[src/design/cmef_pkg.sv]
// Shared types and constants for the clamp, median and moving average filter.
package cmef_pkg;

    // Sample, weight and average widths.
    localparam int SAMPLE_W = 16;
    localparam int WEIGHT_W = 17;
    localparam int AVG_W    = 24;

    // Age of a window entry; four bits cover windows of up to sixteen entries.
    localparam int AGE_W = 4;

    // Unity weight in Q1.16.
    localparam logic [WEIGHT_W-1:0] WEIGHT_ONE = 17'h10000;

    // Configuration register indexes.
    localparam int CFG_INDEX_W = 2;
    typedef enum logic [CFG_INDEX_W-1:0] {
        CFG_CLAMP_LOW  = 2'd0,
        CFG_CLAMP_HIGH = 2'd1,
        CFG_WEIGHT     = 2'd2
    } t_cfg_index;

    // What one sorting cell hands to a neighbor: a value, its age and whether
    // it is a live entry that sorts at or below the incoming sample.
    typedef struct packed {
        logic [SAMPLE_W-1:0] value;
        logic [AGE_W-1:0]    age;
        logic                le;
    } t_link;

endpackage

[src/design/cmef_cell.sv]
// One cell of the sorted window chain: holds one entry and its age.
module cmef_cell #(
    parameter int WINDOW_LEN = 5
) (
    input  logic                          i_clk,
    input  logic                          i_en,
    input  logic                          i_valid,
    input  logic [cmef_pkg::SAMPLE_W-1:0] i_sample,
    input  cmef_pkg::t_link               i_up,
    input  cmef_pkg::t_link               i_down_rem,
    input  logic                          i_dl,
    output cmef_pkg::t_link               o_raw,
    output cmef_pkg::t_link               o_rem,
    output logic                          o_dl,
    output logic [cmef_pkg::SAMPLE_W-1:0] o_value
);

    logic [cmef_pkg::SAMPLE_W-1:0] r_value;
    logic [cmef_pkg::AGE_W-1:0]    r_age;
    logic [cmef_pkg::SAMPLE_W-1:0] n_value;
    logic [cmef_pkg::AGE_W-1:0]    n_age;
    logic                          w_del;

    // The oldest entry leaves the window once it is full.
    assign w_del = i_valid && (r_age == cmef_pkg::AGE_W'(WINDOW_LEN - 1));

    // Own entry as seen by neighbors.
    always_comb begin
        o_raw.value = r_value;
        o_raw.age   = r_age;
        o_raw.le    = i_valid && ($signed(r_value) <= $signed(i_sample));
    end

    // Deletion marker ripples upward; at or above it every entry moves down.
    assign o_dl  = i_dl || w_del;
    assign o_rem = o_dl ? i_up : o_raw;

    // Insert the sample above all remaining entries that sort at or below it.
    always_comb begin
        if (o_rem.le) begin
            n_value = o_rem.value;
            n_age   = o_rem.age + 1'b1;
        end else if (i_down_rem.le) begin
            n_value = i_sample;
            n_age   = '0;
        end else begin
            n_value = i_down_rem.value;
            n_age   = i_down_rem.age + 1'b1;
        end
    end

    always_ff @(posedge i_clk) begin
        if (i_en) begin
            r_value <= n_value;
            r_age   <= n_age;
        end
    end

    assign o_value = r_value;

endmodule

[src/design/cmef_ema.sv]
// Moving average update: one product stage, then the sum and the accumulator.
module cmef_ema (
    input  logic                          i_clk,
    input  logic                          i_rst_n,
    input  logic                          i_load,
    input  logic                          i_commit,
    input  logic [cmef_pkg::SAMPLE_W-1:0] i_median,
    input  logic                          i_first,
    input  logic [cmef_pkg::WEIGHT_W-1:0] i_weight,
    output logic [cmef_pkg::SAMPLE_W-1:0] o_median,
    output logic [cmef_pkg::AVG_W-1:0]    o_acc_next
);

    localparam int P1_W  = cmef_pkg::WEIGHT_W + 1 + cmef_pkg::SAMPLE_W;
    localparam int P2_W  = cmef_pkg::WEIGHT_W + 1 + cmef_pkg::AVG_W;
    localparam int SUM_W = P2_W + 2;

    logic signed [P1_W-1:0]          r_p1;
    logic signed [P2_W-1:0]          r_p2;
    logic                            r_first;
    logic [cmef_pkg::SAMPLE_W-1:0]   r_med;
    logic [cmef_pkg::AVG_W-1:0]      r_acc;
    logic [cmef_pkg::WEIGHT_W-1:0]   w_weight;
    logic [cmef_pkg::WEIGHT_W-1:0]   w_inv;
    logic signed [SUM_W-1:0]         w_sum;

    // Weights above one saturate to one.
    assign w_weight = (i_weight > cmef_pkg::WEIGHT_ONE) ? cmef_pkg::WEIGHT_ONE : i_weight;
    assign w_inv    = cmef_pkg::WEIGHT_ONE - w_weight;

    // Both products from the median and the current average.
    always_ff @(posedge i_clk) begin
        if (i_load) begin
            r_p1    <= $signed({1'b0, w_weight}) * $signed(i_median);
            r_p2    <= $signed({1'b0, w_inv}) * $signed(r_acc);
            r_first <= i_first;
            r_med   <= i_median;
        end
    end

    // Weighted sum, floored by dropping sixteen fraction bits.
    assign w_sum      = (SUM_W'(r_p1) <<< 8) + SUM_W'(r_p2);
    assign o_acc_next = r_first ? {r_med, 8'h00} : w_sum[cmef_pkg::AVG_W+15:16];
    assign o_median   = r_med;

    always_ff @(posedge i_clk) begin
        if (!i_rst_n) begin
            r_acc <= '0;
        end else if (i_commit) begin
            r_acc <= o_acc_next;
        end
    end

endmodule

[src/design/clamp_median_ema_filter.sv]
// Each sample beat passes through stage A, stage B and the output register; a
// new sample beat is not taken while stage A still holds one, as the average
// feedback path runs through the registered product stage.
// Reset (synchronous, active low) empties the window, clears the average and
// loads the register reset values; no clearing pass is needed.
module clamp_median_ema_filter #(
    parameter int WINDOW_LEN = 5
) (
    input  logic                                i_clk,
    input  logic                                i_rst_n,
    // Input stream.
    input  logic                                i_s_tvalid,
    output logic                                o_s_tready,
    input  logic [15:0]                         i_s_tdata,  // raw_sample
    // Output stream.
    output logic                                o_m_tvalid,
    input  logic                                i_m_tready,
    // clamped_sample [15:0], median_sample [31:16], smoothed_value [55:32]
    output logic [55:0]                         o_m_tdata,
    // Configuration writes.
    input  logic                                i_cfg_wr_en,
    input  logic [cmef_pkg::CFG_INDEX_W-1:0]    i_cfg_index,
    input  logic [cmef_pkg::WEIGHT_W-1:0]       i_cfg_data
);

    localparam int FILL_W = $clog2(WINDOW_LEN + 1);
    localparam int SW     = cmef_pkg::SAMPLE_W;

    logic [SW-1:0]                 r_clamp_low;
    logic [SW-1:0]                 r_clamp_high;
    logic [cmef_pkg::WEIGHT_W-1:0] r_weight;
    logic [FILL_W-1:0]             r_fill;
    logic                          r_a_valid;
    logic                          r_b_valid;
    logic [SW-1:0]                 r_a_clamp;
    logic [SW-1:0]                 r_b_clamp;
    logic                          r_out_valid;
    logic [55:0]                   r_out_data;

    logic                          w_accept;
    logic                          w_out_free;
    logic                          w_a_to_b;
    logic                          w_b_done;
    logic [SW-1:0]                 w_clamp;
    logic [SW-1:0]                 w_median;
    logic [FILL_W-1:0]             w_mid;
    logic [SW-1:0]                 w_ema_med;
    logic [cmef_pkg::AVG_W-1:0]    w_acc_next;

    cmef_pkg::t_link               w_raw    [WINDOW_LEN];
    cmef_pkg::t_link               w_rem    [WINDOW_LEN];
    cmef_pkg::t_link               w_up     [WINDOW_LEN];
    cmef_pkg::t_link               w_down   [WINDOW_LEN];
    logic                          w_dl     [WINDOW_LEN];
    logic                          w_dl_in  [WINDOW_LEN];
    logic [SW-1:0]                 w_value  [WINDOW_LEN];

    // Configuration registers.
    always_ff @(posedge i_clk) begin
        if (!i_rst_n) begin
            r_clamp_low  <= 16'h8000;
            r_clamp_high <= 16'h7FFF;
            r_weight     <= 17'h08000;
        end else if (i_cfg_wr_en) begin
            case (i_cfg_index)
                cmef_pkg::CFG_CLAMP_LOW:  r_clamp_low  <= i_cfg_data[SW-1:0];
                cmef_pkg::CFG_CLAMP_HIGH: r_clamp_high <= i_cfg_data[SW-1:0];
                cmef_pkg::CFG_WEIGHT:     r_weight     <= i_cfg_data;
                default: ;
            endcase
        end
    end

    // Handshake and stage movement.
    assign w_out_free = !r_out_valid || i_m_tready;
    assign w_b_done   = r_b_valid && w_out_free;
    assign w_a_to_b   = r_a_valid && (!r_b_valid || w_out_free);
    assign o_s_tready = !r_a_valid && (!r_b_valid || w_out_free);
    assign w_accept   = i_s_tvalid && o_s_tready;

    // Raise to the low limit first, then lower to the high limit.
    always_comb begin
        w_clamp = i_s_tdata;
        if ($signed(w_clamp) < $signed(r_clamp_low)) begin
            w_clamp = r_clamp_low;
        end
        if ($signed(w_clamp) > $signed(r_clamp_high)) begin
            w_clamp = r_clamp_high;
        end
    end

    // Sorted window chain.
    genvar j;
    generate
        for (j = 0; j < WINDOW_LEN; j++) begin : g_cell
            if (j == 0) begin : g_bottom
                assign w_down[j]  = '{value: '0, age: '0, le: 1'b1};
                assign w_dl_in[j] = 1'b0;
            end else begin : g_inner
                assign w_down[j]  = w_rem[j-1];
                assign w_dl_in[j] = w_dl[j-1];
            end
            if (j == WINDOW_LEN - 1) begin : g_top
                assign w_up[j] = '{value: '0, age: '0, le: 1'b0};
            end else begin : g_below
                assign w_up[j] = w_raw[j+1];
            end

            cmef_cell #(
                .WINDOW_LEN (WINDOW_LEN)
            ) u_cell (
                .i_clk      (i_clk),
                .i_en       (w_accept),
                .i_valid    (FILL_W'(j) < r_fill),
                .i_sample   (w_clamp),
                .i_up       (w_up[j]),
                .i_down_rem (w_down[j]),
                .i_dl       (w_dl_in[j]),
                .o_raw      (w_raw[j]),
                .o_rem      (w_rem[j]),
                .o_dl       (w_dl[j]),
                .o_value    (w_value[j])
            );
        end
    endgenerate

    // Fill count saturates at the window length.
    always_ff @(posedge i_clk) begin
        if (!i_rst_n) begin
            r_fill <= '0;
        end else if (w_accept && (r_fill != FILL_W'(WINDOW_LEN))) begin
            r_fill <= r_fill + 1'b1;
        end
    end

    // Median is the middle cell of the filled part.
    assign w_mid = r_fill >> 1;
    always_comb begin
        w_median = '0;
        for (int k = 0; k < WINDOW_LEN; k++) begin
            if (FILL_W'(k) == w_mid) begin
                w_median = w_value[k];
            end
        end
    end

    // Stage valid flags.
    always_ff @(posedge i_clk) begin
        if (!i_rst_n) begin
            r_a_valid   <= 1'b0;
            r_b_valid   <= 1'b0;
            r_out_valid <= 1'b0;
        end else begin
            if (w_accept) begin
                r_a_valid <= 1'b1;
            end else if (w_a_to_b) begin
                r_a_valid <= 1'b0;
            end
            if (w_a_to_b) begin
                r_b_valid <= 1'b1;
            end else if (w_b_done) begin
                r_b_valid <= 1'b0;
            end
            if (w_b_done) begin
                r_out_valid <= 1'b1;
            end else if (i_m_tready) begin
                r_out_valid <= 1'b0;
            end
        end
    end

    // Clamped sample travels with its item.
    always_ff @(posedge i_clk) begin
        if (w_accept) begin
            r_a_clamp <= w_clamp;
        end
        if (w_a_to_b) begin
            r_b_clamp <= r_a_clamp;
        end
    end

    cmef_ema u_ema (
        .i_clk      (i_clk),
        .i_rst_n    (i_rst_n),
        .i_load     (w_a_to_b),
        .i_commit   (w_b_done),
        .i_median   (w_median),
        .i_first    (r_fill == FILL_W'(1)),
        .i_weight   (r_weight),
        .o_median   (w_ema_med),
        .o_acc_next (w_acc_next)
    );

    // Output register.
    always_ff @(posedge i_clk) begin
        if (w_b_done) begin
            r_out_data <= {w_acc_next, w_ema_med, r_b_clamp};
        end
    end

    assign o_m_tvalid = r_out_valid;
    assign o_m_tdata  = r_out_data;

`ifndef SYNTHESIS
    // Two sample beats are never taken in back-to-back cycles.
    a_no_consecutive_accept: assert property (@(posedge i_clk) disable iff (!i_rst_n)
        w_accept |=> !w_accept)
        else $error("sample beats accepted in consecutive cycles");

    // The fill count never passes the window length.
    a_fill_bound: assert property (@(posedge i_clk) disable iff (!i_rst_n)
        r_fill <= FILL_W'(WINDOW_LEN))
        else $error("fill count beyond window length");

    // A full window stays full.
    a_fill_hold: assert property (@(posedge i_clk) disable iff (!i_rst_n)
        (r_fill == FILL_W'(WINDOW_LEN)) |=> (r_fill == FILL_W'(WINDOW_LEN)))
        else $error("full window lost an entry");

    // A stalled result beat keeps its data.
    a_out_hold: assert property (@(posedge i_clk) disable iff (!i_rst_n)
        (r_out_valid && !i_m_tready) |=> (r_out_valid && $stable(r_out_data)))
        else $error("result beat changed while stalled");
`endif

endmodule
[config.mk]
export PLATFORM = sky130hd
export DESIGN_NAME = clamp_median_ema_filter
export DESIGN_NICKNAME = d
export VERILOG_FILES = /design/src/design/cmef_pkg.sv /design/src/design/cmef_cell.sv /design/src/design/cmef_ema.sv /design/src/design/clamp_median_ema_filter.sv
export SDC_FILE = /design/constraint.sdc
export NUM_CORES = 2
export LEC_CHECK = 0
export BUFFER_PORTS_ARGS = -buffer_cell sky130_fd_sc_hd__buf_2
export CAP_MARGIN = 10
export CORE_MARGIN = 5
export CORE_UTILIZATION = 40
export CTS_BUF_LIST = sky130_fd_sc_hd__clkbuf_4 sky130_fd_sc_hd__clkbuf_8
export DETAILED_ROUTE_END_ITERATION = 6
export GPL_TIMING_DRIVEN = 0
export PLACE_DENSITY = 0.63
export SETUP_SLACK_MARGIN = 0.2
export SKIP_CTS_REPAIR_TIMING = 1
export SLEW_MARGIN = 20
export SYNTH_ARGS = -nofsm -noshare
export SYNTH_HDL_FRONTEND = slang
export SYNTH_SLANG_ARGS = --single-unit
[constraint.sdc]
create_clock -name i_clk -period 11.2 [get_ports i_clk]
set_input_delay 1.12 -clock i_clk [delete_from_list [all_inputs] [get_ports i_clk]]
set_output_delay 1.12 -clock i_clk [all_outputs]
set_load 0.01 [all_outputs]
==> flow_metrics.tcl <==
set metrics [dict create \
    grt.overflow.total 0 \
    timing.final.ws_setup_ns 0.5514 \
    p_sw_share_pct 43.39 \
    worst_slew_pin_slew_ns 1.174 \
    fin_nets 5516 \
    dpl.hpwl_mm 101.8 \
    critical_path_arrival_ns 11.10 \
    slew_viol_final 0 \
    tns_ns 0 \
    drc 0 \
    wl_per_cell_um 21.10 \
    grt_max_degree 68 \
    crit_top_cell "fa_1" \
    grt_pass1_vias 32700 \
    skew_ns 0.09322 \
    fin_cells 5960 \
    grtUsageTotal_pct 22.73 \
    die_h_um 332.0 \
    p_sw_mw 2.847 \
    setup_viol 0 \
    ys_seq_elements 348 \
    synth_top_cell_area_share_pct 28.72 \
    dp_cells 5836 \
    rows 118 \
    dieArea_um2 110200 \
    cts_buffer_depth 3 \
    cts.sink_count 348 \
    io-pin-count 98 \
    pwr-share-clk_pct 20.0 \
    coreArea_um2 103200 \
    status "finished clean" \
    end_kind "flip-flop" \
    antenna_found_initial 10 \
    slowest_stage "xnor2_2" \
    p_per_area_nw_per_um2 144.4 \
    rsz0062_at_grt "no" \
    relSlewSlack_pct 21.18 \
    drive_gt1_share_pct 7.780 \
    cp_data_required_time_ns 11.66 \
    clk_latency_ns 0.74 \
    max_stage_delay_ns 0.57 \
    vias 31380 \
    worstSetupPathType "reg2reg" \
    cts_tree "yes" \
    hold_viol 0 \
    final_cell_mix "747 x inv_1, 704 x nand2_1, 595 x fa_1, 356 x ha_1, 269 x edfxtp_1" \
    drt-pass1-iter-count 6 \
    syn_inst 4351 \
    yosys_warnings 0 \
    p_int_mw 3.714 \
    viasPerCell 5.265 \
    startpoint_type "flip-flop" \
    cts_buffers 60 \
    ir_drop_mv 0.1058 \
    pre_cts_ws_ns -0.5612 \
    seqPwrFrac_pct 27.9 \
    yosysTopAreaCell "fa_1" \
    gp_congestion 0.9338 \
    initial_utilization_pct 40.18 \
    synth_edf_count 269 \
    antenna_left 0 \
    path_clk_slew_ns 0.06 \
    netlist_top_cells_area "fa_1 29%, edfxtp_1 19%, ha_1 11%" \
    path_max_fanout 10 \
    cap_violations 0 \
    fmax_mhz 93.91 \
    syn_area_per_cell_um2 9.531 \
    ys_types 85 \
    min_path_type "reg2reg" \
    drt_iter0_drc 2546 \
    io_buffer_count 96 \
    final_core_util_pct 44.01 \
    syn-cell-area_um2 41470 \
    routed_wl_mm 125.8 \
    yosysSeqAreaShare_pct 23.29 \
    clockRootBuffer "clkbuf_8" \
    p_leak_nw 20.86 \
    synth_nets 5342 \
    synth_async_sr_flop_share_pct 0 \
    h-tree-depth 2 \
    layout_commonest_cell "inv_1" \
    area_delta_synth_final_pct 9.529 \
    fin_crit_ns 10.65 \
    power_frac_comb_pct 52.1 \
    ys.flop_type "edfxtp_1" \
    fp.dieW_um 332.0 \
    grt_pass1_wl_mm 194.7 \
    fin_crit_sh_pct 95.08 \
]
==> worst paths after layout <==
kind | startpoint | to | slack [ns] | cells past startpoint
max | r_weight[1]$_SDFFE_PN0P_ | u_ema.r_p2[39]$_DFFE_PP_ | 0.55 | 33
min | r_b_clamp[13]$_DFFE_PP_ | o_m_tdata[13]$_DFFE_PP_ | 0.42 | 0
max reg2reg | r_weight[1]$_SDFFE_PN0P_ | u_ema.r_p2[39]$_DFFE_PP_ | 0.55 | 33
min reg2reg | r_b_clamp[13]$_DFFE_PP_ | o_m_tdata[13]$_DFFE_PP_ | 0.42 | 0
==> power groups by stage <==
stage | Combinational (mW) | Clock, mW | Sequential, mW
finish | 3.42 | 1.31 | 1.83
CTS | 3.39 | 1.35 | 1.83
detailed placement | 3.36 | 0 | 1.85
global placement | 3.30 | 0 | 1.86
floorplan | 2.36 | 0 | 1.79
global route | 3.81 | 1.41 | 1.84
==> kinds of logic (layout without fill, tap and decap cells) <==
group,count (synthesis),after routing,share of synthesized area (%)
and+or+nand+nor,1352,1352,14.78
muxes,111,111,3.156
adders and majority gates,951,951,39.47
DFF,348,348,23.29
AOI/OAI and AO/OA,525,525,8.156
xor gates and xnor gates,120,120,2.535
buffers and inverters,944,1169,8.614
other,0,4,0
==> metrics by stage <==
step / power, mW / cell area [um2] / hold WS (ns)
after floorplan: 4.147 / 41470 / 0.4003
after global placement: 5.160 / 43670 / 0.4012
after detailed placement: 5.213 / 43920 / 0.4045
after CTS: 6.562 / 45260 / 0.4180
after global routing: 7.057 / 45420 / 0.4215
final: 6.561 / 45420 / 0.4152
==> worst max-delay path: cells and delay by family, from the launching register on <==
family / cells / cell delay [ns]
DFF: 1 / 0.41
and+or+nand+nor: 9 / 1.79
buffers and inverters: 6 / 1.26
xor gates and xnor gates: 2 / 0.86
adders and majority gates: 8 / 3.64
AOI/OAI and AO/OA: 8 / 2.39
==> synth_stat cells, types with 5 or more instances <==
| cell type | count |
|---|---|
| inv_1 | 748 |
| nand2_1 | 704 |
| fa_1 | 595 |
| ha_1 | 356 |
| edfxtp_1 | 269 |
| nor2_1 | 231 |
| and2_1 | 165 |
| clkbuf_1 | 151 |
| o21ai_0 | 132 |
| a21oi_1 | 107 |
| dfxtp_1 | 79 |
| xnor2_1 | 77 |
| nor2b_1 | 76 |
| mux2_2 | 54 |
| a21boi_0 | 46 |
| mux2i_1 | 46 |
| xor2_1 | 43 |
| a21o_1 | 38 |
| o22ai_1 | 38 |
| nand3_1 | 32 |
| a211oi_1 | 28 |
| nor3_1 | 28 |
| o211ai_1 | 27 |
| nand4_1 | 26 |
| o21a_1 | 25 |
| nand2b_1 | 24 |
| buf_1 | 20 |
| and3_1 | 19 |
| buf_2 | 17 |
| mux4_2 | 10 |
| a31oi_1 | 9 |
| nor3b_1 | 8 |
| o21ai_1 | 8 |
| o21bai_1 | 8 |
| clkinv_1 | 7 |
| o31ai_1 | 6 |
| or2_2 | 6 |
| a31o_2 | 5 |
| nor4_1 | 5 |
==> flip-flops by register name, indices dropped and copies added, names as in the netlist <==
| register | count |
|---|---|
| r_a_clamp | 16 |
| r_fill | 3 |
| u_ema.r_acc | 24 |
| u_ema.r_p1 | 32 |
| u_ema.r_first | 1 |
| r_a_valid | 1 |
| r_weight | 17 |
| r_clamp_low | 16 |
| g_cell.u_cell.o_value | 80 |
| r_b_clamp | 16 |
| o_m_tdata | 56 |
| r_b_valid | 1 |
| r_clamp_high | 16 |
| u_ema.r_p2 | 32 |
| u_ema.o_median | 16 |
| o_m_tvalid | 1 |
| g_cell.u_cell.r_age | 20 |
==> layout make-up <==
class	count	area [um2]
clock buffers	79	987.2
inverters	755	2846
flip-flops and latches	348	9659
fillers	9993	57780
clock inverters	34	350.3
plain buffers	189	752.0
multi-input cells	3059	28350
well taps	1380	1727
diodes	4	10.01
repair buffers	112	739.5
==> layer usage <==
metal  routed length (um)  GRT usage (%)  vias to the layer above
met5                   21              0                        -
met4                 4624          7.285                        4
met3                10190          3.868                      245
met2                56940          36.53                     1218
met1                53990          31.54                    15670
li1                     -              -                    14250
(Power assumes the default switching activity.)
